--- config.mk ---
export PLATFORM = sky130hd
export DESIGN_NAME = kri_ram
export DESIGN_NICKNAME = d
export VERILOG_FILES = /design/src/sv/kri_ram.sv
export SDC_FILE = /design/constraint.sdc
export NUM_CORES = 1
export LEC_CHECK = 0
export ABC_AREA = 1
export BUFFER_PORTS_ARGS = -buffer_cell sky130_fd_sc_hd__buf_4
export CORE_UTILIZATION = 55
export DETAILED_ROUTE_END_ITERATION = 10
export PLACE_DENSITY = 0.72
export SLEW_MARGIN = 0
export SYNTH_ARGS = -nofsm -noshare
export SYNTH_HDL_FRONTEND = slang
export SYNTH_SLANG_ARGS = --single-unit
--- constraint.sdc ---
create_clock -name clk_i -period 2.1 [get_ports clk_i]
set_input_delay 0.42 -clock clk_i [delete_from_list [all_inputs] [get_ports clk_i]]
set_output_delay 0.42 -clock clk_i [all_outputs]
set_load 0.01 [all_outputs]
--- src/sv/kri_ram.sv ---
`timescale 1ns / 1ps
// ----------------------------------------------------------------------------
// kri_ram
// Generic single-port RAM, one access per cycle, registered read data.
// ----------------------------------------------------------------------------
module kri_ram #(
  parameter int WIDTH = 8,
  parameter int DEPTH = 16
) (
  input  logic                     clk_i,
  input  logic                     we_i,
  input  logic [$clog2(DEPTH)-1:0] addr_i,
  input  logic [WIDTH-1:0]         wdata_i,
  output logic [WIDTH-1:0]         rdata_o
);

  logic [WIDTH-1:0] mem_q [DEPTH];
  logic [WIDTH-1:0] rdata_q;

  always_ff @(posedge clk_i) begin
    if (we_i) begin
      mem_q[addr_i] <= wdata_i;
    end else begin
      rdata_q <= mem_q[addr_i];
    end
  end

  assign rdata_o = rdata_q;

endmodule

# Word-level counts from Yosys, hierarchy flattened
# Memory sizes are Yosys's and may differ from the RTL's. A register that Yosys moved wholly into a read port is not among the register bits.
# Index checks and enable logic that the tools add are counted.
# word_totals
register_bits	0
ram_bits	128
elab_cells	4
memories	1
# mem_list
name	words	width	rd	rd_ports_with_merged_regs	wr	line_no	source
mem_q	16	8	1	1	1	17	logic [WIDTH-1:0] mem_q [DEPTH];
# op_classes
muxes	2
n_reduce_logical	1
# op_table
operator	count
$mux 1	2
$logic_not 1->1	1

# Logic depth before layout (Yosys ltp)
# Gate-level depths: netlist (run 1).
# logic_depth
depth_word	2
depth_mapped	11
depth_no_buf	9

# Worst setup path after synthesis (run 1)
# No wires, ideal clock.
# synth_timing
kind	input to register
start	input port addr_i[1]
end	memory mem_q[3][0], enable pin
setup_time_ns	0.370
arrival_time_ns	1.427
t_required_ns	1.730
path_slack_ns	0.303
path_stages	4
n_path_buf	2
path_cell_list	buf_2 -> clkbuf_1 -> nand3_1 -> nor2_1
# synth_rtl
element	line_no	source
start: declaration	12	input logic [$clog2(DEPTH)-1:0] addr_i,
end: declaration	17	
# No word-level cell before the write port.

# Final worst setup path (run 1)
# layout_timing
start	register rdata_q[4], in the netlist rdata_o[4], read port of mem_q
end	output port rdata_o[4]
# layout_rtl
element	line_no	source
start: declaration	18	logic [WIDTH-1:0] rdata_q;
end: declaration	14	output logic [WIDTH-1:0] rdata_o
# No word-level cell between the ends.

==> out/qor.yml, run 1 <==
wl_um: 12490
worstSkewPairLatency_ns: 0.53
power_mw: 6.554
finalCriticalPeriod_ns: 1.473
htree_levels: 4
critical-path-max-stage-delay_ns: 0.37
worstMarginPinSlew_ns: 0.3574
cp.required_ns: 1.68
fillers: 748
path_max_fanout: 1
fin_worst_skew_ns: 0.006112
area_growth_pct: 18.03
criticalPathCategory: "reg -> out"
synth-async-reset-ratio_pct: 0
power.share.clock_pct: 47.2
postRouteAntennaNets: 0
grt_overflow: 0
hold_ws_ns: 0.2461
syn_area_um2: 5677
cts_made_buffers: 17
crit_path_cell_trace: "buf_4"
dp_cells: 708
hold_path.class: "in -> reg"
synth_edf_count: 136
path_buf_inv: 1
diodes: 0
syn-mean-instance-area_um2: 10.34
hpwl_um: 7855
crit_family: "flip-flops"
hold_violations: 0
drtIter0Drc: 349
slowest_stage: "edfxtp_1"
cts_tree: "yes"
drc_errors: 0
clkTransAtPathRegs_ns: 0.06
avgRoutedWirePerCell_um: 16.91
yosys.cell_count.top_type: "nand2_1"
die-area_um2: 10730
viasPerCell: 5.173
rsz0062_at_grt: "false"
grt_pass1_wl_um: 19870
cp-start-kind: "flip-flop"
drv_cap: 0
outcome: "complete, no violations"
grt_pass1_vias: 3709
grt_max_degree: 35
yosys.area.top_type: "edfxtp_1"
rows: 36
cp.arrival_ns: 1.05
synth.area.top_cells: "edfxtp_1, nand2_1, inv_1, nor2_1, buf_2"
clockRootBuffer: "clkbuf_8"
grt_usage_pct: 25.44
p_sw_share_pct: 20.62
synth_seq_area_share_pct: 71.94
synth_top_cell_area_share_pct: 71.94
synth_common_cells: "nand2_1, edfxtp_1, inv_1"
p_int_mw: 5.203
critPathCaptureType: "output port"
antenna_found_initial: 0
die_x_um: 103.6
setup_violations: 0
cts_setup_buffers: 0
power.density_nw_per_um2: 978.2
cts.path.max_buffers: 2
routabilityCongestion: 0.8491
slew_headroom_pct: 76.18
portBuffers: 21
nets: 608
p_comb_share_pct: 5.9
seq_power_share_pct: 46.9
hold_buffers: 0
leakagePower_nw: 2.887
period_share_pct: 70.13
ys.flop_type: "edfxtp_1"
io-pin-count: 22
initial_core_util_pct: 57.29
netSwitchingPower_mw: 1.351
yosysWarningCount: 0
ys_ff_latch: 136
slew_viol_final: 0
tns_ns: 0
drive_gt1_share_pct: 12.71
die-height_um: 103.6
fmax_ghz: 0.6790
core_area_um2: 9910
irDropWorstVdd_uv: 536.6
synth_cell_types: 10
post_cts_resized: 0
dr.pass1.iters: 5
cts_sinks: 136
synthCells: 549
dr_total_vias: 3823
finalNonFillerCells: 739
synth_nets: 563
[power groups by stage]
stage                     Sequential, mW  Clock, mW  Combinational (mW)
after floorplan                     3.14          0               0.212
after global placement              3.13          0               0.376
after detailed placement            3.13          0               0.382
after CTS                           3.08       3.13               0.386
after global routing                3.08       3.24               0.433
final                               3.07       3.09               0.388
[layer usage]
layer  track usage, %  up-vias  share of wire (%)
li1                 -     1848                  -
met1            35.97     1771                 44
met2            37.44      171                 46
met3            5.727       33                7.4
met4            12.53        0                2.6
met5                0        -                  0
[cells in the final DEF (no fill, tap or decap), drive strengths merged]
cell type,netlist,final
nor2,18,18
inv,23,23
buf,18,47
nand2,346,346
clkinvlp,0,4
edfxtp,136,136
bufinv,0,5
nand3,4,4
clkbuf,3,17
clkinv,1,6
[layout make-up]
type                    count  area, µm²  share of cell area (%)
multi-input cells         368       1386                   20.69
repair buffers             47      352.8                   5.266
inverters                  24      90.09                   1.345
clock buffers              17      414.1                   6.181
clock inverters            14      206.4                   3.081
flip-flops and latches    136       4084                   60.95
well taps                 133      166.4                   2.484
[metrics by stage]
step	instance area [µm²]	worst slack [ns]	util, %
after global placement	6080	0.3795	61.35
after floorplan	5677	0.3028	-
after global routing	6700	0.5771	67.61
after detailed placement	6080	0.3149	61.35
final	6700	0.6273	67.61
after CTS	6700	0.5942	67.61
[cell families after synthesis]
group | count (synthesis) | share of synthesized area [%]
buffers and inverters | 45 | 3.637
and+or+nand+nor | 368 | 24.42
DFF | 136 | 71.94
[worst reg2reg max path, delay by kind of cell, from the launching register on]
family,cells,cell delay (ns)
simple gates,7,0.54
flops,1,0.38
buf+inv,1,0.08
[path summary, 6_finish.rpt]
check	to	cells after the start	from	slack, ns
worst max register to register	rdata_o[7]$_DFFE_PN_	8	mem_q[7][7]$_DFFE_PP_	0.87
worst max-delay path	rdata_o[4]	1	rdata_o[4]$_DFFE_PN_	0.63
worst min register to register	rdata_o[4]$_DFFE_PN_	8	mem_q[9][4]$_DFFE_PP_	0.78
worst min-delay path	mem_q[10][6]$_DFFE_PP_	1	wdata_i[6]	0.25
[sequential cells by signal, indices dropped and copies added (netlist names)]
register,count
mem_q,128
rdata_o,8
(Power assumes the default switching activity.)
==> run 2: changes to the inputs <==
ABC_AREA = 0   (was 1)
CORE_UTILIZATION = 54   (was 55)
PLACE_DENSITY = 0.74   (was 0.72)
clock period = 1.25 ns   (was 2.1 ns; I/O delays follow)
==> run 2 against run 1 <==
The run now ends with negative setup slack left. Synthesized cell count decreased by 58%. Via count decreased by 36%. Global-route usage decreased by 3.6 points. Sequential power increased by 68%. Critical endpoint is now rdata_o[0]$_DFFE_PN_. Non-clock buffer count increased by 1.
==> out/qor.yml, run 2 <==
area_growth_pct: 27.44
outcome: "complete, but fails checks"
critPathCaptureType: "flip-flop"
r2r-end: "rdata_o[0]$_DFFE_PN_"
dr_total_vias: 2447
ys_ff_latch: 136
top_usage_layer: "met2"
synth_cell_types: 18
setup_slack_ns: -0.1739
htree_levels: 4
cp-endpoint: "rdata_o[0]$_DFFE_PN_"
dp_slack_ns: -0.6142
hold_ws_ns: 0.03568
drive_gt1_share_pct: 47.67
leakagePower_nw: 2.150
synth.area.top_cells: "edfxtp_1, mux4_2, a22oi_1, nor2_1, nand2_1"
fin_worst_skew_ns: 0.007478
synth-async-reset-ratio_pct: 0
worstMarginPinSlew_ns: 0.9166
rsz0062_at_grt: "true"
period_share_pct: 113.9
top_register: "mem_q"
criticalPathCategory: "reg -> reg"
die_x_um: 99.65
fillers: 530
routabilityCongestion: 0.7420
slew_headroom_pct: 38.77
final_cell_mix: "edfxtp_1, mux4_2, buf_4"
cp.arrival_ns: 1.69
reg2regPathDepth: 3
portBuffers: 21
globalRouteMet2Util_pct: 34.29
postRouteAntennaNets: 0
grt_pass1_vias: 2654
dr.pass1.iters: 4
finalNonFillerCells: 429
antenna_found_initial: 0
cts_setup_buffers: 0
crit_path_cell_trace: "mux4_2, a22oi_2, nand2_1"
wl_um: 9668
nets: 301
grt_use_met1_pct: 29.67
worstSkewPairLatency_ns: 0.51
power.density_nw_per_um2: 1648
viasPerCell: 5.704
critical-path-max-stage-delay_ns: 0.49
ys.flop_type: "edfxtp_1"
synth_top_cell_area_share_pct: 79.32
grt_overflow: 0
path_max_fanout: 1
initial_core_util_pct: 55.72
yosys.area.top_type: "edfxtp_1"
hold_path.class: "in -> reg"
grt_use_met3_pct: 5.271
drtIter0Drc: 176
hpwl_um: 6106
cts_sinks: 136
failed_checks: "negative setup slack"
avgRoutedWirePerCell_um: 22.54
hold_buffers: 0
rows: 35
cts.path.max_buffers: 2
die-area_um2: 9929
finalCriticalPeriod_ns: 1.424
die-height_um: 99.65
dp_cells: 397
cts_made_buffers: 17
yosys.cell_count.top_type: "edfxtp_1"
grt_max_degree: 34
synth_nets: 245
synthCells: 231
setup_violations: 16
syn-mean-instance-area_um2: 22.29
syn_area_um2: 5149
io-pin-count: 22
core_area_um2: 9240
yosysWarningCount: 0
slew_viol_final: 0
drv_cap: 0
synth_seq_area_share_pct: 79.32
clkTransAtPathRegs_ns: 0.07
synth_edf_count: 136
clockRootBuffer: "clkbuf_8"
cts_tree: "yes"
grt_pass1_wl_um: 15010
slowest_stage: "mux4_2"
drc_errors: 0
largest_reg_flops: 128
fmax_ghz: 0.7023
reg2reg_slack_ns: -0.17
r2r-start: "mem_q[3][0]$_DFFE_PP_"
place_area_um2: 5876
grt_usage_pct: 21.82
synth_common_cells: "edfxtp_1, mux4_2, a22oi_1"
cp.required_ns: 1.51
irDropWorstVdd_uv: 750.7
diodes: 0
cp-start-kind: "flip-flop"
final_common_cell: "edfxtp_1"
finalInstanceArea_um2: 6561
cp-startpoint: "mem_q[3][0]$_DFFE_PP_"
hold_violations: 0
power_mw: 10.81
-- run 2: cell count changes after synthesis, moves of 3 or more --
cell and delta:
a22oi_1 +16, buf_1 +4, buf_2 -10, buf_4 -6
inv_1 -21, mux4_2 +32, nand2_1 -337, nand3_1 -3
nor2_1 -5, nor3_1 +4
-- run 2: kinds of logic after synthesis --
logic type	after synthesis	share of synthesized area, %
flops	136	79.32
simple gates	35	3.111
mux	32	14.00
compound gates	16	2.333
buf+inv	12	1.239
-- run 2: power by group --
part / switching, mW / internal, mW
logic: 0.326 / 0.294
clock network: 1.94 / 3.08
registers: 0.0354 / 5.14
-- run 2: metal layers --
layer | wire length [µm] | vias to the layer above
met2 | 4844 | 83
met3 | 536 | 17
met1 | 4110 | 1252
met4 | 176 | 0
met5 | 0 | -
li1 | - | 1095
-- run 2: worst min-delay path by stage --
stage	from	endpoint	slack, ns	depth (start not counted)
detailed placement	wdata_i[5]	mem_q[10][5]$_DFFE_PP_	0.57	1
global route	wdata_i[7]	mem_q[8][7]$_DFFE_PP_	0.03	1
floorplan	wdata_i[0]	mem_q[0][0]$_DFFE_PP_	0.35	0
CTS	wdata_i[5]	mem_q[10][5]$_DFFE_PP_	0.02	1
global placement	wdata_i[7]	mem_q[8][7]$_DFFE_PP_	0.56	1
finish	wdata_i[5]	mem_q[11][5]$_DFFE_PP_	0.04	1
-- run 2: stage by stage --
stage	TNS, ns	utilization [%]
detailed placement	-41.10	63.59
global placement	-39.49	63.59
CTS	-1.848	70.66
finish	-1.533	71.01
floorplan	-4.743	-
global route	-2.109	71.01
-- run 2: area by class of cell --
class	instances	area (µm²)	share of cell area [%]
Tap cell	129	161.4	2.460
Clock buffer	17	414.1	6.312
Sequential cell	136	4084	62.24
Clock inverter	15	186.4	2.841
Multi-Input combinational cell	83	1209	18.42
Timing Repair Buffer	48	503.0	7.666
Inverter	1	3.754	0.05721
-- run 2: what timing repair did --
action,CTS,global route
resized for setup,12,7
pin swaps,7,5
setup endpoints to repair,16,16
hold endpoints to repair,0,0
-- run 2: worst max-delay path: cells and delay by family, from the launching register on --
family / cells / cell delay [ns]
AOI/OAI and AO/OA: 1 / 0.24
muxes: 1 / 0.49
and+or+nand+nor: 1 / 0.09
DFF: 1 / 0.37
