### config.mk
export PLATFORM = sky130hd
export DESIGN_NAME = kri_interp
export DESIGN_NICKNAME = d
export VERILOG_FILES = /design/src/sv/kri_pkg.sv /design/src/sv/kri_interp.sv
export SDC_FILE = /design/constraint.sdc
export NUM_CORES = 2
export LEC_CHECK = 0
export ABC_AREA = 1
export BUFFER_PORTS_ARGS = -buffer_cell sky130_fd_sc_hd__clkbuf_2
export CELL_PAD_IN_SITES_DETAIL_PLACEMENT = 1
export CELL_PAD_IN_SITES_GLOBAL_PLACEMENT = 2
export CORE_ASPECT_RATIO = 0.6
export CORE_UTILIZATION = 43
export DETAILED_ROUTE_END_ITERATION = 10
export GPL_ROUTABILITY_DRIVEN = 0
export HOLD_SLACK_MARGIN = 0.03
export PLACE_DENSITY_LB_ADDON = 0.1
export SETUP_SLACK_MARGIN = 0.4
export SLEW_MARGIN = 25
export SYNTH_ARGS = -nofsm -noshare
export SYNTH_HDL_FRONTEND = slang
export SYNTH_SLANG_ARGS = --single-unit
### constraint.sdc
create_clock -name clk_i -period 21.3 [get_ports clk_i]
set_input_delay 2.13 -clock clk_i [delete_from_list [all_inputs] [get_ports clk_i]]
set_output_delay 2.13 -clock clk_i [all_outputs]
set_load 0.02 [all_outputs]
### src/sv/kri_pkg.sv
`timescale 1ns / 1ps
// ----------------------------------------------------------------------------
// kri_pkg
// Shared types and constants for the keyframe rate interpolator.
// ----------------------------------------------------------------------------
package kri_pkg;

  localparam int MAX_KEYS   = 256;
  localparam int KEY_IDX_W  = $clog2(MAX_KEYS);
  localparam int KEY_CNT_W  = KEY_IDX_W + 1;
  localparam int FRAME_W    = 24;
  localparam int RATE_W     = 16;
  localparam int ENTRY_W    = FRAME_W + RATE_W;
  localparam int ACC_W      = FRAME_W + RATE_W;
  localparam int STEP_W     = $clog2(RATE_W);
  localparam int PADDR_W    = 3;
  localparam int PDATA_W    = 32;

  localparam logic [RATE_W-1:0] RATE_ONE      = 16'h8000;
  localparam logic [RATE_W-1:0] THRESH_RESET  = 16'd32;

  // register word index (paddr[2])
  localparam logic REG_THRESH = 1'b0;

  typedef enum logic [1:0] {
    REQ_LOAD  = 2'd0,
    REQ_QUERY = 2'd1,
    REQ_CLEAR = 2'd2
  } kri_req_e;

  typedef enum logic [1:0] {
    ACT_NONE  = 2'd0,
    ACT_FULL  = 2'd1,
    ACT_BLEND = 2'd2
  } kri_action_e;

  typedef enum logic [1:0] {
    ST_OK    = 2'd0,
    ST_FULL  = 2'd1,
    ST_EMPTY = 2'd2
  } kri_status_e;

  typedef enum logic [2:0] {
    S_IDLE,
    S_DISPATCH,
    S_LAST_RD,
    S_SCAN,
    S_INTERP,
    S_RESULT
  } kri_state_e;

  typedef enum logic [2:0] {
    I_IDLE,
    I_MUL_A,
    I_MUL_B,
    I_NORM,
    I_DIV,
    I_DONE
  } kri_istate_e;

  typedef struct packed {
    logic              start;
    logic [RATE_W-1:0] rate_prev;
    logic [RATE_W-1:0] rate_cur;
    logic [FRAME_W-1:0] span;    // frame[cur] - frame[prev]
    logic [FRAME_W-1:0] offs;    // q - frame[prev]
  } kri_ireq_t;

  typedef struct packed {
    logic              done;
    logic [RATE_W-1:0] rate;
  } kri_iresp_t;

endpackage

### src/sv/kri_interp.sv
`timescale 1ns / 1ps
// ----------------------------------------------------------------------------
// kri_interp
// Linear interpolation unit: two multiplies, then a restoring divide that
// retires one quotient bit per cycle.
// ----------------------------------------------------------------------------
module kri_interp
  import kri_pkg::*;
(
  input  logic       clk_i,
  input  logic       rst_ni,
  input  kri_ireq_t  req_i,
  output kri_iresp_t resp_o
);

  kri_istate_e state_q, state_d;

  logic [RATE_W-1:0]  rp_q, rp_d, rc_q, rc_d;
  logic [FRAME_W-1:0] span_q, span_d, offs_q, offs_d;
  logic [ACC_W-1:0]   acc_q, acc_d;
  logic [FRAME_W-1:0] rem_q, rem_d;
  logic [RATE_W-1:0]  quo_q, quo_d;
  logic [STEP_W-1:0]  step_q, step_d;

  logic [ACC_W-1:0]   num;
  logic [FRAME_W:0]   rem_sh;

  always_ff @(posedge clk_i or negedge rst_ni) begin
    if (!rst_ni) begin
      state_q <= I_IDLE;
      step_q  <= '0;
    end else begin
      state_q <= state_d;
      step_q  <= step_d;
    end
  end

  always_ff @(posedge clk_i) begin
    rp_q   <= rp_d;
    rc_q   <= rc_d;
    span_q <= span_d;
    offs_q <= offs_d;
    acc_q  <= acc_d;
    rem_q  <= rem_d;
    quo_q  <= quo_d;
  end

  // quotient is known to fit in RATE_W bits, so the top of num is below span
  assign num    = acc_q + ACC_W'(span_q >> 1);
  assign rem_sh = {rem_q, quo_q[RATE_W-1]};

  always_comb begin
    state_d = state_q;
    step_d  = step_q;
    rp_d    = rp_q;
    rc_d    = rc_q;
    span_d  = span_q;
    offs_d  = offs_q;
    acc_d   = acc_q;
    rem_d   = rem_q;
    quo_d   = quo_q;
    resp_o  = '0;
    case (state_q)
      I_IDLE: begin
        if (req_i.start) begin
          rp_d    = req_i.rate_prev;
          rc_d    = req_i.rate_cur;
          span_d  = req_i.span;
          offs_d  = req_i.offs;
          state_d = I_MUL_A;
        end
      end
      I_MUL_A: begin
        acc_d   = ACC_W'(rp_q) * ACC_W'(span_q - offs_q);
        state_d = I_MUL_B;
      end
      I_MUL_B: begin
        acc_d   = acc_q + ACC_W'(rc_q) * ACC_W'(offs_q);
        state_d = I_NORM;
      end
      I_NORM: begin
        rem_d   = num[ACC_W-1:RATE_W];
        quo_d   = num[RATE_W-1:0];
        step_d  = '0;
        state_d = I_DIV;
      end
      I_DIV: begin
        if (rem_sh >= {1'b0, span_q}) begin
          rem_d = FRAME_W'(rem_sh - {1'b0, span_q});
          quo_d = {quo_q[RATE_W-2:0], 1'b1};
        end else begin
          rem_d = rem_sh[FRAME_W-1:0];
          quo_d = {quo_q[RATE_W-2:0], 1'b0};
        end
        step_d = step_q + 1'b1;
        if (step_q == STEP_W'(RATE_W - 1)) begin
          state_d = I_DONE;
        end
      end
      I_DONE: begin
        resp_o.done = 1'b1;
        resp_o.rate = (quo_q > RATE_ONE) ? RATE_ONE : quo_q;
        state_d     = I_IDLE;
      end
      default: begin
        state_d = I_IDLE;
      end
    endcase
  end

endmodule

; ---- Word-level counts from Yosys, hierarchy flattened
; Index checks and enable logic that the tools add are counted.
[word_totals]
regBits = 167
output_inout_bits = 17
[op_classes]
add_sub_neg = 5
n_mul = 2
n_lt_le_gt_ge = 2
n_eq_ne = 8
n_mux = 11
n_reduce_logical = 5
[op_table]
columns = operator, n
row1 = $pmux 40 s2, 1
row2 = $pmux 24 s2, 1
row3 = $add 40x23->40, 1
row4 = $add 40x40->40, 1
row5 = $mul 16x24->40, 1
row6 = $mul 17x25->40, 1
row7 = $pmux 16 s2, 1
row8 = $ge 25x24->1, 1
row9 = $sub 24x24->25, 1
row10 = $mux 24, 1
row11 = $sub 24x24->24, 1
row12 = $mux 17, 1
row13 = $gt 16x16->1 const B, 1
row14 = $mux 16, 1
row15 = $pmux 3 s5, 1
row16 = $pmux 4 s2, 1
row17 = $eq 3x2->1 const B, 2
row18 = $eq 3x3->1 const B, 2
row19 = $mux 3, 2
row20 = $add 4x1->4 const B, 1
row21 = $eq 4x4->1 const B, 1
row22 = $ne 2x2->1 const B, 2
row23 = $reduce_and 2->1, 2
row24 = $reduce_bool 2->1, 2
row25 = 3 further kinds, 3

; ---- Logic depth before layout (Yosys ltp)
[logic_depth]
word_depth = 3
mapped_depth = 42
ltp_nobuf = 38

; ---- Worst setup path after synthesis
; OpenSTA, ideal clock, no wires.
[synth_path]
path_type = reg2reg
start = register offs_q[17]
end = register acc_q[37] (data pin)
setup_ns = 0.258
t_arrival_ns = 6.861
slack_ns = 14.181
stages_incl_launch_ff = 33
path_buffers = 2
period_less_slack_ns = 7.119
path_cell_list = edfxtp_1 > clkbuf_1 > clkbuf_1 > inv_1 > ha_1 > a21oi_1 > o21ai_0 > a211oi_1 > nand4_2 > nand2_1 > nor2_1 > fa_1 > inv_1 > fa_1 > fa_1 > inv_1 > fa_1 > fa_1 > inv_1 > fa_1 > inv_1 > ha_1 > nand2_1 > nor2_1 > inv_1 > nor2_1 > inv_1 > nor3_1 > nand3_1 > nand3_1 > a21oi_1 > o21ai_0 > nand2_1
[synth_via]
elab_chain_len = 3
[synth_lines]
columns = element, line_no
row1 = from (decl), kri_interp.sv:19  ; logic [FRAME_W-1:0] span_q, span_d, offs_q, offs_d;
row2 = from (signal assigned), kri_interp.sv:42  ; offs_q <= offs_d;
row3 = $mul 16x24->40 or $sub 24x24->25 (tied branches), "kri_interp.sv:78, kri_interp.sv:74"
row4 = $add 40x40->40 or $mul 17x25->40 (tied branches), "kri_interp.sv:78, kri_interp.sv:74"
row5 = $pmux 40 s2 *, kri_interp.sv:63  ; case (state_q)
row6 = net acc_d[37], kri_interp.sv:20  ; logic [ACC_W-1:0] acc_q, acc_d;
row7 = to (signal assigned), kri_interp.sv:43  ; acc_q <= acc_d;
row8 = to (decl), kri_interp.sv:20
; Mark *: on every way through the listed nets, which the timed path passes. The rest lies on a longest branch.
; A chain may end at the register's enable or synchronous reset.

; ---- Worst setup path in the final report
[layout_path]
start = register offs_q[5]
end = register acc_q[36] (data pin)
; Same word-level chain as after synthesis.

==> results.tsv <==
stage	metric	value	unit
logic_synthesis	main_combinational_cell_family_by_area_after_synthesis	adder cells	
logic_synthesis	synth.top_cells.by_count	1,277 x sky130_fd_sc_hd__inv_1, 1,090 x sky130_fd_sc_hd__nand2_1, 727 x sky130_fd_sc_hd__fa_1	
global_routing	first_global_vias	35360	
logic_synthesis	ys_ff_latch	167	
route	route.detailed.drc	0	
die	top_level_ports	100	
sta	tns	0	ps
logic_synthesis	yosysWarnings	0	
logic_synthesis	synth_compound_area_share	6.564	%
logic_synthesis	yosys.cell_count.top_type	sky130_fd_sc_hd__inv_1	
die	placement_rows	85	
sta	finalWorstPathRequiredPeriod	9441	ps
sta	finalSetupViolCount	0	
worst_hold_path	timing.hold.worst.class	flop to flop	
worst_hold_path	hold-path-endpoint	step_q[0]	
logic_synthesis	yosys.cell_types.count	66	
route	drt_pass1_iterations	5	
critical_path	r2r_end	acc_q[36]	
clocking	ctsResizeCount	0	
critical_path	crit_path_frequent_cell	sky130_fd_sc_hd__nand2_1	
clocking	clk_pin_slew_worst_setup_hold_paths	90	ps
critical_path	worst-setup-path-type	flop to flop	
clocking	cts_post_setup_buffers_inserted	0	
clocking	clk-insertion-delay-late	570	ps
critical_path	crit_path_top_delay_cell	sky130_fd_sc_hd__edfxtp_1	
die	floorplan.die.height	237.1	µm
logic_synthesis	asyncSetResetFlopFracSynth	4.192	%
sta	setup_repair_after_global_routing_missed_its_margin	false	
cells_and_area	stdcell_count	6315	
global_routing	grt_pass1_wl	235400	µm
job	maxcap_viol_count	0	
placement	place.detailed.hpwl	132000	µm
placement	dp_slack	12220	ps
logic_synthesis	synthesis.instances	5062	
logic_synthesis	xor_xnor_portion_of_the_synthesized_cell_area	1.279	%
clocking	clk_root_buffer_cell	sky130_fd_sc_hd__clkbuf_16	
sta	timing.final.max_slew_violations	0	
clocking	clockBufferDepth	2	
cells_and_area	insertedDiodeCount	0	
route	drtAntennaViolNets	0	
critical_path	number_of_cells_on_the_worst_reg_to_reg_path	31	
clocking	htree_num_levels	4	
logic_synthesis	synth_enable_flop_cells	160	
sta	clock_skew	17.06	ps
logic_synthesis	synth.yosys.seq_area_share	12.57	%
global_routing	maximum_number_of_pins_on_one_net_before_global_route_repair	56	
cells_and_area	flow.area_growth_from_synthesis	6.188	%
cells_and_area	ratio_of_cells_with_drive_above_1_in_the_final_layout	5.278	%
logic_synthesis	syn-num-nets	6149	
critical_path	timing.critical_path.from_type	flop	
critical_path	critical_path.max_stage_delay	910	ps
critical_path	required_time_at_the_endpoint_of_the_critical_path	21610	ps
critical_path	end_kind	flop	
critical_path	arrival	9750	ps
clocking	cts_buffers	17	
sta	report.final.hold_viol_count	0	
sta	worstMarginPinSlew	1208	ps
logic_synthesis	netlist.area_leader.share	36.75	%
logic_synthesis	synth_adder_area_share	45.50	%
logic_synthesis	postSynthAreaPerCell	7.825	µm²
global_routing	antenna_found_initial	6	
sta	setup_ws	11860	ps
run_status	outcome	finished, final reports clean	
clocking	numClockSinks	167	
global_routing	grt_overflow	0	
die	floorplan.die.width	393.8	µm
sta	max_frequency	105.9	MHz
logic_synthesis	netlist_top_cells_area	sky130_fd_sc_hd__fa_1 37%, sky130_fd_sc_hd__edfxtp_1 12%, sky130_fd_sc_hd__inv_1 12%	
worst_hold_path	depth_of_the_worst_hold_timing_path	1	
route	drt_wl_total	155800	µm
route	vias_per_cell	5.429	
die	fp.dieArea	93370	µm²
sta	timing.max_slew.rel_slack	18.62	%
sta	final_min_period_over_clock_period	44.32	%
route	drt_first_iter_violations	3157	
route	wl_per_cell	24.67	µm
clocking	cts_tree	built	
worst_hold_path	startpoint_of_the_lowest_slack_hold_path	step_q[0]	
critical_path	timing.critical_path.fanout_max	17	
global_routing	track_usage	34.57	%
die	core_footprint	90400	µm²
logic_synthesis	yosys.area.top_type	sky130_fd_sc_hd__fa_1	
clocking	hold_buffers	0	
critical_path	reg2reg_from	offs_q[5]	
critical_path	reg2reg_slack	11860	ps
cells_and_area	layout.nets	6171	
die	floorplan.initialDensity	43.81	%
logic_synthesis	predominant_post_synthesis_flop_cell	sky130_fd_sc_hd__edfxtp_1	
placement	place_inst	6283	
logic_synthesis	post_synth_and_or_nand_nor_area_fraction	20.23	%
placement	io_buffer_count	99	
logic_synthesis	synth_mux_area_share	0	%
route	vias	34280	
cells_and_area	postLayoutCoreUtil	46.53	%
logic_synthesis	netlist_area	39610	µm²
-- cells in the final DEF (no fill, tap or decap), types with 19 or more instances in the layout --
cell type and n:
sky130_fd_sc_hd__a21oi_1 202, sky130_fd_sc_hd__buf_4 60, sky130_fd_sc_hd__clkbuf_2 99, sky130_fd_sc_hd__edfxtp_1 160
sky130_fd_sc_hd__fa_1 727, sky130_fd_sc_hd__ha_1 277, sky130_fd_sc_hd__inv_1 1277, sky130_fd_sc_hd__nand2_1 1088
sky130_fd_sc_hd__nand3_1 244, sky130_fd_sc_hd__nand4_1 48, sky130_fd_sc_hd__nor2_1 414, sky130_fd_sc_hd__nor3_1 40
sky130_fd_sc_hd__o21ai_0 163, sky130_fd_sc_hd__o21ai_1 20, sky130_fd_sc_hd__o21bai_1 19, sky130_fd_sc_hd__xnor2_1 24
sky130_fd_sc_hd__xor2_1 31
-- cell families after synthesis --
group / count (synthesis)
compound gates: 469
xor+xnor: 57
fa+ha+maj: 1004
buf+inv: 1445
flops: 167
simple gates: 1920
-- sequential cells by signal, indices dropped and copies added, names as in the netlist --
name / count
acc_q: 40
offs_q: 24
span_q: 24
quo_q: 16
rem_q: 24
rp_q: 16
state_q: 3
step_q: 4
rc_q: 16
-- critical path: cells and delay by family (launching register included) --
family | cells | cell delay [ps]
adder cells (fa/ha/maj) | 8 | 3870
AND/OR/NAND/NOR | 12 | 1800
AO/OA/AOI/OAI | 6 | 1750
flip-flops | 1 | 910
buffers and inverters | 5 | 840
-- how the worst max path moves through the flow --
stage | start | to | slack, ps | cells after the start
final | offs_q[5] | acc_q[36] | 11860 | 31
after global placement | offs_q[7] | acc_q[36] | 11670 | 30
after CTS | offs_q[5] | acc_q[36] | 12190 | 31
after detailed placement | offs_q[5] | acc_q[36] | 12220 | 31
after floorplan | offs_q[17] | acc_q[37] | 14180 | 32
after global routing | offs_q[5] | acc_q[36] | 11660 | 32
-- area by class of cell --
class,count,area (µm²)
repair buffers,160,957.2
clock inverters,15,155.1
multi-input cells,3450,29180
well taps,1218,1524
inverters,1288,4836
fillers,11270,48340
flip-flops and latches,167,4980
clock buffers,17,425.4
-- routing by layer --
layer  vias up  share of wire (%)  track usage (%)
li1      15230                  -                -
met1     17510                 49            54.00
met2      1445                 38            44.79
met3        91                 13            13.46
met4         6                1.0            5.011
met5         -              0.026                0
-- per-stage QoR --
stage               instance area, µm²  hold slack, ps
global placement                 41440           510.0
floorplan                        39610           468.0
detailed placement               41470           516.9
finish                           42060           535.9
global route                     42060           563.5
CTS                              42050           530.0
Power is not shown: default switching activity piles up to over one toggle a cycle in this logic, so the estimate is an artifact.
