<file path="src/sv/kri_pkg.sv">
`timescale 1ns / 1ps
// ----------------------------------------------------------------------------
// kri_pkg
// Shared types and constants for the keyframe rate interpolator.
// ----------------------------------------------------------------------------
package kri_pkg;

  localparam int MAX_KEYS   = 256;
  localparam int KEY_IDX_W  = $clog2(MAX_KEYS);
  localparam int KEY_CNT_W  = KEY_IDX_W + 1;
  localparam int FRAME_W    = 24;
  localparam int RATE_W     = 16;
  localparam int ENTRY_W    = FRAME_W + RATE_W;
  localparam int ACC_W      = FRAME_W + RATE_W;
  localparam int STEP_W     = $clog2(RATE_W);
  localparam int PADDR_W    = 3;
  localparam int PDATA_W    = 32;

  localparam logic [RATE_W-1:0] RATE_ONE      = 16'h8000;
  localparam logic [RATE_W-1:0] THRESH_RESET  = 16'd32;

  // register word index (paddr[2])
  localparam logic REG_THRESH = 1'b0;

  typedef enum logic [1:0] {
    REQ_LOAD  = 2'd0,
    REQ_QUERY = 2'd1,
    REQ_CLEAR = 2'd2
  } kri_req_e;

  typedef enum logic [1:0] {
    ACT_NONE  = 2'd0,
    ACT_FULL  = 2'd1,
    ACT_BLEND = 2'd2
  } kri_action_e;

  typedef enum logic [1:0] {
    ST_OK    = 2'd0,
    ST_FULL  = 2'd1,
    ST_EMPTY = 2'd2
  } kri_status_e;

  typedef enum logic [2:0] {
    S_IDLE,
    S_DISPATCH,
    S_LAST_RD,
    S_SCAN,
    S_INTERP,
    S_RESULT
  } kri_state_e;

  typedef enum logic [2:0] {
    I_IDLE,
    I_MUL_A,
    I_MUL_B,
    I_NORM,
    I_DIV,
    I_DONE
  } kri_istate_e;

  typedef struct packed {
    logic              start;
    logic [RATE_W-1:0] rate_prev;
    logic [RATE_W-1:0] rate_cur;
    logic [FRAME_W-1:0] span;    // frame[cur] - frame[prev]
    logic [FRAME_W-1:0] offs;    // q - frame[prev]
  } kri_ireq_t;

  typedef struct packed {
    logic              done;
    logic [RATE_W-1:0] rate;
  } kri_iresp_t;

endpackage

</file>
<file path="src/sv/kri_regs.sv">
`timescale 1ns / 1ps
// ----------------------------------------------------------------------------
// kri_regs
// APB-style register file: blend threshold.
// ----------------------------------------------------------------------------
module kri_regs
  import kri_pkg::*;
(
  input  logic               clk_i,
  input  logic               rst_ni,
  input  logic               psel,
  input  logic               penable,
  input  logic               pwrite,
  input  logic [PADDR_W-1:0] paddr,
  input  logic [PDATA_W-1:0] pwdata,
  output logic [PDATA_W-1:0] prdata,
  output logic               pready,
  output logic [RATE_W-1:0]  thresh_o
);

  logic [RATE_W-1:0] thresh_q, thresh_d;
  logic              wr_en;

  assign pready = 1'b1;
  assign wr_en  = psel && penable && pwrite && (paddr[2] == REG_THRESH);

  always_comb begin
    thresh_d = thresh_q;
    if (wr_en) begin
      thresh_d = pwdata[RATE_W-1:0];
    end
  end

  always_ff @(posedge clk_i or negedge rst_ni) begin
    if (!rst_ni) begin
      thresh_q <= THRESH_RESET;
    end else begin
      thresh_q <= thresh_d;
    end
  end

  assign prdata   = (paddr[2] == REG_THRESH) ? PDATA_W'(thresh_q) : '0;
  assign thresh_o = thresh_q;

endmodule

</file>
<file path="config.mk">
export PLATFORM = sky130hd
export DESIGN_NAME = kri_regs
export DESIGN_NICKNAME = d
export VERILOG_FILES = /design/src/sv/kri_pkg.sv /design/src/sv/kri_regs.sv
export SDC_FILE = /design/constraint.sdc
export NUM_CORES = 1
export LEC_CHECK = 0
export CORE_UTILIZATION = 40
export DETAILED_ROUTE_END_ITERATION = 12
export DONT_BUFFER_PORTS = 1
export GPL_TIMING_DRIVEN = 0
export PLACE_DENSITY = 0.62
export SETUP_SLACK_MARGIN = 0.4
export SYNTH_ARGS = -nofsm -noshare
export SYNTH_HDL_FRONTEND = slang
export SYNTH_SLANG_ARGS = --single-unit
</file>
<file path="constraint.sdc">
create_clock -name clk_i -period 0.89 [get_ports clk_i]
set_input_delay 0.089 -clock clk_i [delete_from_list [all_inputs] [get_ports clk_i]]
set_output_delay 0.089 -clock clk_i [all_outputs]
set_load 0.03 [all_outputs]
</file>
After elaboration in Yosys (flattened, before gate mapping)
Cells that the tools add are included.
W data, S select, Z words.

storage, ports and cells
  RAM bits = 0
  word-level logic and storage cells = 6
  memory bits (read-only) = 0
  output and inout bits = 49
  input bits = 40
  flip-flop bits (word level) = 16
  bits in latches = 0
  memories kept = 0

operators by class
  order comparisons = 0
  add/sub/neg operators = 0
  shift operators = 0
  reduce and logical (&&, ||, !) cells = 3
  divide/modulo/power cells = 0
  bitwise gates (word level) = 1
  mux-type cells = 1
  eq/ne operators = 0
  multipliers = 0

operators with widths
  cell                 number
  $mux W16             1
  $logic_and A1 B1 Y1  3
  $not A1 Y1           1

Depth between registers and ports, before layout
Gate-level depths: netlist (run 1).

  depth after elaboration = 3
  depth in mapped cells = 3
  depth with buffers taken out = 2

Worst setup path after synthesis (run 1)
OpenSTA, ideal clock, no wires.

  path type = reg-to-output
  start = register thresh_q[5] (netlist: thresh_o[5])
  end = output prdata[5]
  arrival time = 1.104 ns
  path slack = -0.303 ns
  cell stages (with the launch flop) = 2
  cells stage by stage = dfstp_2 > nor2b_1

on the way
  longest elaborated chain between the ends = 1

ends and longest elaborated chain
  what                      line            text
  start: declaration        kri_regs.sv:21  logic [RATE_W-1:0] thresh_q, thresh_d;
  start signal: assignment  kri_regs.sv:38  thresh_q <= thresh_d;
  $mux W16                  kri_regs.sv:42  assign prdata = (paddr[2] == REG_THRESH) ? PDATA_W'(thresh_q) : '0;
  end: declaration          kri_regs.sv:16  output logic [PDATA_W-1:0] prdata,

No other way between the ends.

Final worst setup path (run 1)
Same ends and word-level chain as after synthesis.

==> impl_metrics.env, run 1 <==
export IMPL_die_y_um=49.5
export IMPL_finalCriticalPeriod_ns=1.30
export IMPL_cts_max_level=1
export IMPL_cts_tree="built"
export IMPL_critPathMaxFanout=3
export IMPL_path_buf_inv=0
export IMPL_worst_setup_path_type="flop to output port"
export IMPL_slowest_delay_ns=0.65
export IMPL_vias_per_cell=4.36
export IMPL_seq_area_frac_synth_pct=44.6
export IMPL_setup_viol=17
export IMPL_cts_hold_buffers=1
export IMPL_multi_input_area_um2=518
export IMPL_die_w_um=49.5
export IMPL_drv_cap=0
export IMPL_synth_area_per_cell_um2=12.9
export IMPL_reg2reg_slack_ns=0
export IMPL_rows=16
export IMPL_largest_reg_flops=16
export IMPL_ant_nets=0
export IMPL_r2r_end="thresh_o[9]$_DFFE_PN0P_"
export IMPL_timing_hold_ws_ns=-0.164
export IMPL_power_leakage_nw=0.629
export IMPL_path_cells="nor2b_4"
export IMPL_path_delay_family="flip-flops"
export IMPL_num_vias=510
export IMPL_cts_buffers=3
export IMPL_cts_setup_buffers=0
export IMPL_port_buffers=0
export IMPL_io_pins=89
export IMPL_fin_ws_ns=-0.415
export IMPL_rr_worst_depth=1
export IMPL_grt_use_total_pct=14.0
export IMPL_drive_gt1_share_pct=80.0
export IMPL_ys_seq_elements=16
export IMPL_hp_class="primary input to asynchronous set/reset pin"
export IMPL_tightest_slew_ns=0.716
export IMPL_final_period_utilization_pct=147
export IMPL_worstSetupEndpointType="output port"
export IMPL_root_buffer="clkbuf_4"
export IMPL_antenna_found_initial=0
export IMPL_drtIter0Drc=1
export IMPL_slowest_stage="dfstp_2"
export IMPL_total_power_mw=2.73
export IMPL_yosysWarnings=0
export IMPL_fin_skew_ns=0
export IMPL_initial_core_util_pct=44.1
export IMPL_coreArea_mm2=0.00204
export IMPL_nFillCells=173
export IMPL_clock_latency_ns=0.28
export IMPL_required_ns=0.80
export IMPL_first_pass_iters=3
export IMPL_synth_area_um2=901
export IMPL_startpoint_type="flop"
export IMPL_syn_to_final_growth_pct=29.3
export IMPL_p_per_area_mw_per_mm2=2340
export IMPL_grt_max_degree=17
export IMPL_grt_pass1_wl_mm=2.56
export IMPL_slew_viol_final=0
export IMPL_grt_ovfl_total=0
export IMPL_dpl_hpwl_mm=1.23
export IMPL_max_slew_margin_pct=52.2
export IMPL_synth_cells=70
export IMPL_peakVddDrop_mv=1.09
export IMPL_clock_path_buffers=2
export IMPL_violations="negative hold slack, negative setup slack"
export IMPL_nNetsFinal=131
export IMPL_mostFrequentLayoutCells="buf_4, conb_1, mux2_4, dfrtp_2, nor2b_4"
export IMPL_fmax_ghz=0.767
export IMPL_rr_startpoint="thresh_o[9]$_DFFE_PN0P_"
export IMPL_n_antenna_cell=0
export IMPL_synth_distinct_cells=11
export IMPL_clock_sinks=16
export IMPL_grt_pass1_vias=495
export IMPL_gp_congestion=0.578
export IMPL_dieArea_mm2=0.00245
export IMPL_cp_arrival_ns=1.22
export IMPL_routed_wl_mm=1.61
export IMPL_final_util_pct=57.0
export IMPL_timing_final_hold_violations=31
export IMPL_outcome="finished with violations"
export IMPL_rsz0062_at_grt="yes"
export IMPL_path_clk_slew_ns=0.10
export IMPL_drc=0
export IMPL_wire_per_inst_um=13.8
export IMPL_regArea_um2=420
-- synth_stat cells --
cell | count | area share (%)
nor2b_1 | 10 | 6.9
conb_1 | 2 | 0.83
dfstp_2 | 1 | 2.9
nand4b_4 | 1 | 2.6
mux2_2 | 6 | 7.5
clkbuf_1 | 1 | 0.42
buf_6 | 1 | 1.2
dfrtp_1 | 15 | 42
buf_4 | 17 | 14
and2b_1 | 6 | 5.0
mux2_4 | 10 | 17
-- cell families (layout without fill, tap and decap cells) --
kind of cell | after synthesis | in the layout | share of synthesized area (%)
simple gates | 17 | 17 | 14.6
mux | 16 | 16 | 24.2
other cells | 2 | 17 | 0.834
flops | 16 | 16 | 44.6
buf+inv | 19 | 24 | 15.8
-- cell type report --
cell class / instances / share of cell area (%)
buffer: 19 / 12.4
clock buffer: 4 / 3.11
multi-input combinational: 50 / 44.5
sequential: 16 / 36.1
tap: 27 / 2.90
timing repair buffer: 1 / 1.07
-- metal layers --
metal | part of all wire (%) | track usage [%] | up-vias
met3 | 13 | 6.79 | 0
met4 | 0 | 2.86 | 0
met5 | 0 | 0 | -
met1 | 39 | 16.3 | 238
met2 | 48 | 23.3 | 40
li1 | - | - | 232
-- report_power, final --
| group | internal, mW | switching, mW | leakage (nW) | total [mW] |
|---|---|---|---|---|
| combinational | 0.417 | 0.419 | 0.433 | 0.835 |
| clock | 0.249 | 0.238 | 0.0210 | 0.487 |
| sequential | 0.926 | 0.480 | 0.174 | 1.41 |
| total | 1.59 | 1.14 | 0.629 | 2.73 |
-- worst max path at each step --
stage | start | to | slack, ns | cells after the start
floorplan | thresh_o[5]$_DFFE_PN1P_ | prdata[5] | -0.08 | 1
global placement | paddr[2] | thresh_o[8]$_DFFE_PN0P_ | -0.12 | 3
detailed placement | paddr[2] | thresh_o[4]$_DFFE_PN0P_ | -0.12 | 3
CTS | thresh_o[5]$_DFFE_PN1P_ | prdata[5] | -0.42 | 1
global route | thresh_o[5]$_DFFE_PN1P_ | prdata[5] | -0.45 | 1
finish | thresh_o[5]$_DFFE_PN1P_ | prdata[5] | -0.41 | 1
-- per-stage QoR --
stage	TNS [ns]	setup slack, ns	cell area [um2]	std cells
floorplan	-0.570	-0.0821	1080	85
CTS	-4.54	-0.424	1160	117
global route	-5.07	-0.453	1160	117
finish	-4.37	-0.415	1160	117
global placement	-1.23	-0.118	1120	112
detailed placement	-1.18	-0.121	1120	112
-- timing repair --
action / in CTS / in global routing
hold endpoints to repair: 32 / 31
gates resized for setup: 0 / 2
setup endpoints to repair: 48 / 64
(Power assumes the default switching activity.)
==> run 2: changes to the inputs <==
MAX_ROUTING_LAYER = met4   (was unset)
==> impl_metrics.env, run 2 (synthesis gave the netlist of run 1 again) <==
export IMPL_outcome="finished with violations"
export IMPL_violations="negative hold slack, negative setup slack"
export IMPL_port_buffers=0
export IMPL_cts_hold_buffers=1
export IMPL_worst_setup_path_type="flop to output port"
export IMPL_dieArea_mm2=0.00245
export IMPL_die_w_um=49.5
export IMPL_antenna_found_initial=0
export IMPL_critPathMaxFanout=3
export IMPL_routed_wl_mm=1.62
export IMPL_initial_core_util_pct=44.1
export IMPL_fin_skew_ns=0
export IMPL_first_pass_iters=3
export IMPL_path_buf_inv=0
export IMPL_path_delay_family="flip-flops"
export IMPL_finalCriticalPeriod_ns=1.30
export IMPL_nNetsFinal=131
export IMPL_mostFrequentLayoutCells="buf_4, conb_1, mux2_4, dfrtp_2, nor2b_4"
export IMPL_multi_input_area_um2=518
export IMPL_dp_worst_setup_slack_ns=-0.121
export IMPL_peakVddDrop_mv=1.09
export IMPL_cts_buffers=3
export IMPL_io_pins=89
export IMPL_cp_arrival_ns=1.21
export IMPL_startpoint_type="flop"
export IMPL_largest_reg_flops=16
export IMPL_nFillCells=173
export IMPL_final_period_utilization_pct=146
export IMPL_grt_use_total_pct=14.4
export IMPL_drv_cap=0
export IMPL_dpl_hpwl_mm=1.23
export IMPL_grt_pass1_wl_mm=2.57
export IMPL_root_buffer="clkbuf_4"
export IMPL_p_per_area_mw_per_mm2=2340
export IMPL_final_util_pct=57.0
export IMPL_grt_pass1_vias=493
export IMPL_wire_per_inst_um=13.9
export IMPL_regArea_um2=420
export IMPL_n_antenna_cell=0
export IMPL_slew_viol_final=0
export IMPL_grt_max_degree=17
export IMPL_power_leakage_nw=0.629
export IMPL_slowest_stage="dfstp_2"
export IMPL_grt_ovfl_total=0
export IMPL_clock_latency_ns=0.28
export IMPL_drc=0
export IMPL_tightest_slew_ns=0.722
export IMPL_gp_congestion=0.581
export IMPL_num_vias=511
export IMPL_worstSetupEndpointType="output port"
export IMPL_cts_max_level=1
export IMPL_setup_viol=17
export IMPL_coreArea_mm2=0.00204
export IMPL_ant_nets=0
export IMPL_clock_path_buffers=2
export IMPL_timing_final_hold_violations=31
export IMPL_slowest_delay_ns=0.65
export IMPL_fmax_ghz=0.767
export IMPL_path_clk_slew_ns=0.10
export IMPL_path_cells="nor2b_4"
export IMPL_vias_per_cell=4.37
export IMPL_drive_gt1_share_pct=80.0
export IMPL_drtIter0Drc=1
export IMPL_cts_setup_buffers=0
export IMPL_clock_sinks=16
export IMPL_die_y_um=49.5
export IMPL_rows=16
export IMPL_syn_to_final_growth_pct=29.3
export IMPL_timing_hold_ws_ns=-0.160
export IMPL_rsz0062_at_grt="yes"
export IMPL_fin_ws_ns=-0.414
export IMPL_cts_tree="built"
export IMPL_hp_class="primary input to asynchronous set/reset pin"
export IMPL_max_slew_margin_pct=51.8
export IMPL_required_ns=0.80
==> run 2: metal layers <==
layer	global-route usage, %	routed length, um
met2	23.3	777
met3	6.79	191
met1	16.5	652
met5	-	0
met4	2.86	0
==> run 2: repair_timing <==
| action | 4_1_cts | 5_1_grt |
|---|---|---|
| endpoints found under the setup margin | 48 | 64 |
| gates resized for setup | 0 | 2 |
| endpoints found under the hold margin | 32 | 31 |
| pin swaps | 0 | 0 |
| gates cloned | 0 | 0 |
==> run 2: area by class of cell <==
| class | instances | share of cell area, % |
|---|---|---|
| buffer | 19 | 12.4 |
| clock buffer | 4 | 3.11 |
| multi-input combinational | 50 | 44.5 |
| sequential | 16 | 36.1 |
| tap | 27 | 2.90 |
| timing repair buffer | 1 | 1.07 |
==> run 2: worst paths after layout <==
| path | startpoint | endpoint | slack (ns) | depth (start not counted) |
|---|---|---|---|---|
| max | thresh_o[5]$_DFFE_PN1P_ | prdata[5] | -0.41 | 1 |
| min in group clk_i | pwdata[3] | thresh_o[3]$_DFFE_PN0P_ | -0.05 | 1 |
| max in group asynchronous | rst_ni | thresh_o[14]$_DFFE_PN0P_ | 0.55 | 1 |
| min | rst_ni | thresh_o[11]$_DFFE_PN0P_ | -0.16 | 1 |
| min reg2reg | thresh_o[13]$_DFFE_PN0P_ | thresh_o[13]$_DFFE_PN0P_ | 0.67 | 1 |
| max reg2reg | thresh_o[9]$_DFFE_PN0P_ | thresh_o[9]$_DFFE_PN0P_ | 0 | 1 |
==> run 2: per-stage QoR <==
step           instances  instance area [um2]  hold WS (ns)  total power [mW]  TNS (ns)
4_1_cts              117                 1160       -0.0602              2.74     -4.54
2_1_floorplan         85                 1080        -0.207              2.17    -0.570
5_1_grt              117                 1160        -0.116              2.84     -5.09
3_3_place_gp         112                 1120        -0.206              2.23     -1.23
6_report             117                 1160        -0.160              2.72     -4.35
3_5_place_dp         112                 1120        -0.206              2.24     -1.18
==> run 2: report_power, final <==
part           switching [mW]  internal [mW]
Clock                   0.235          0.249
Sequential              0.480          0.926
Combinational           0.419          0.417
Total                    1.13           1.59
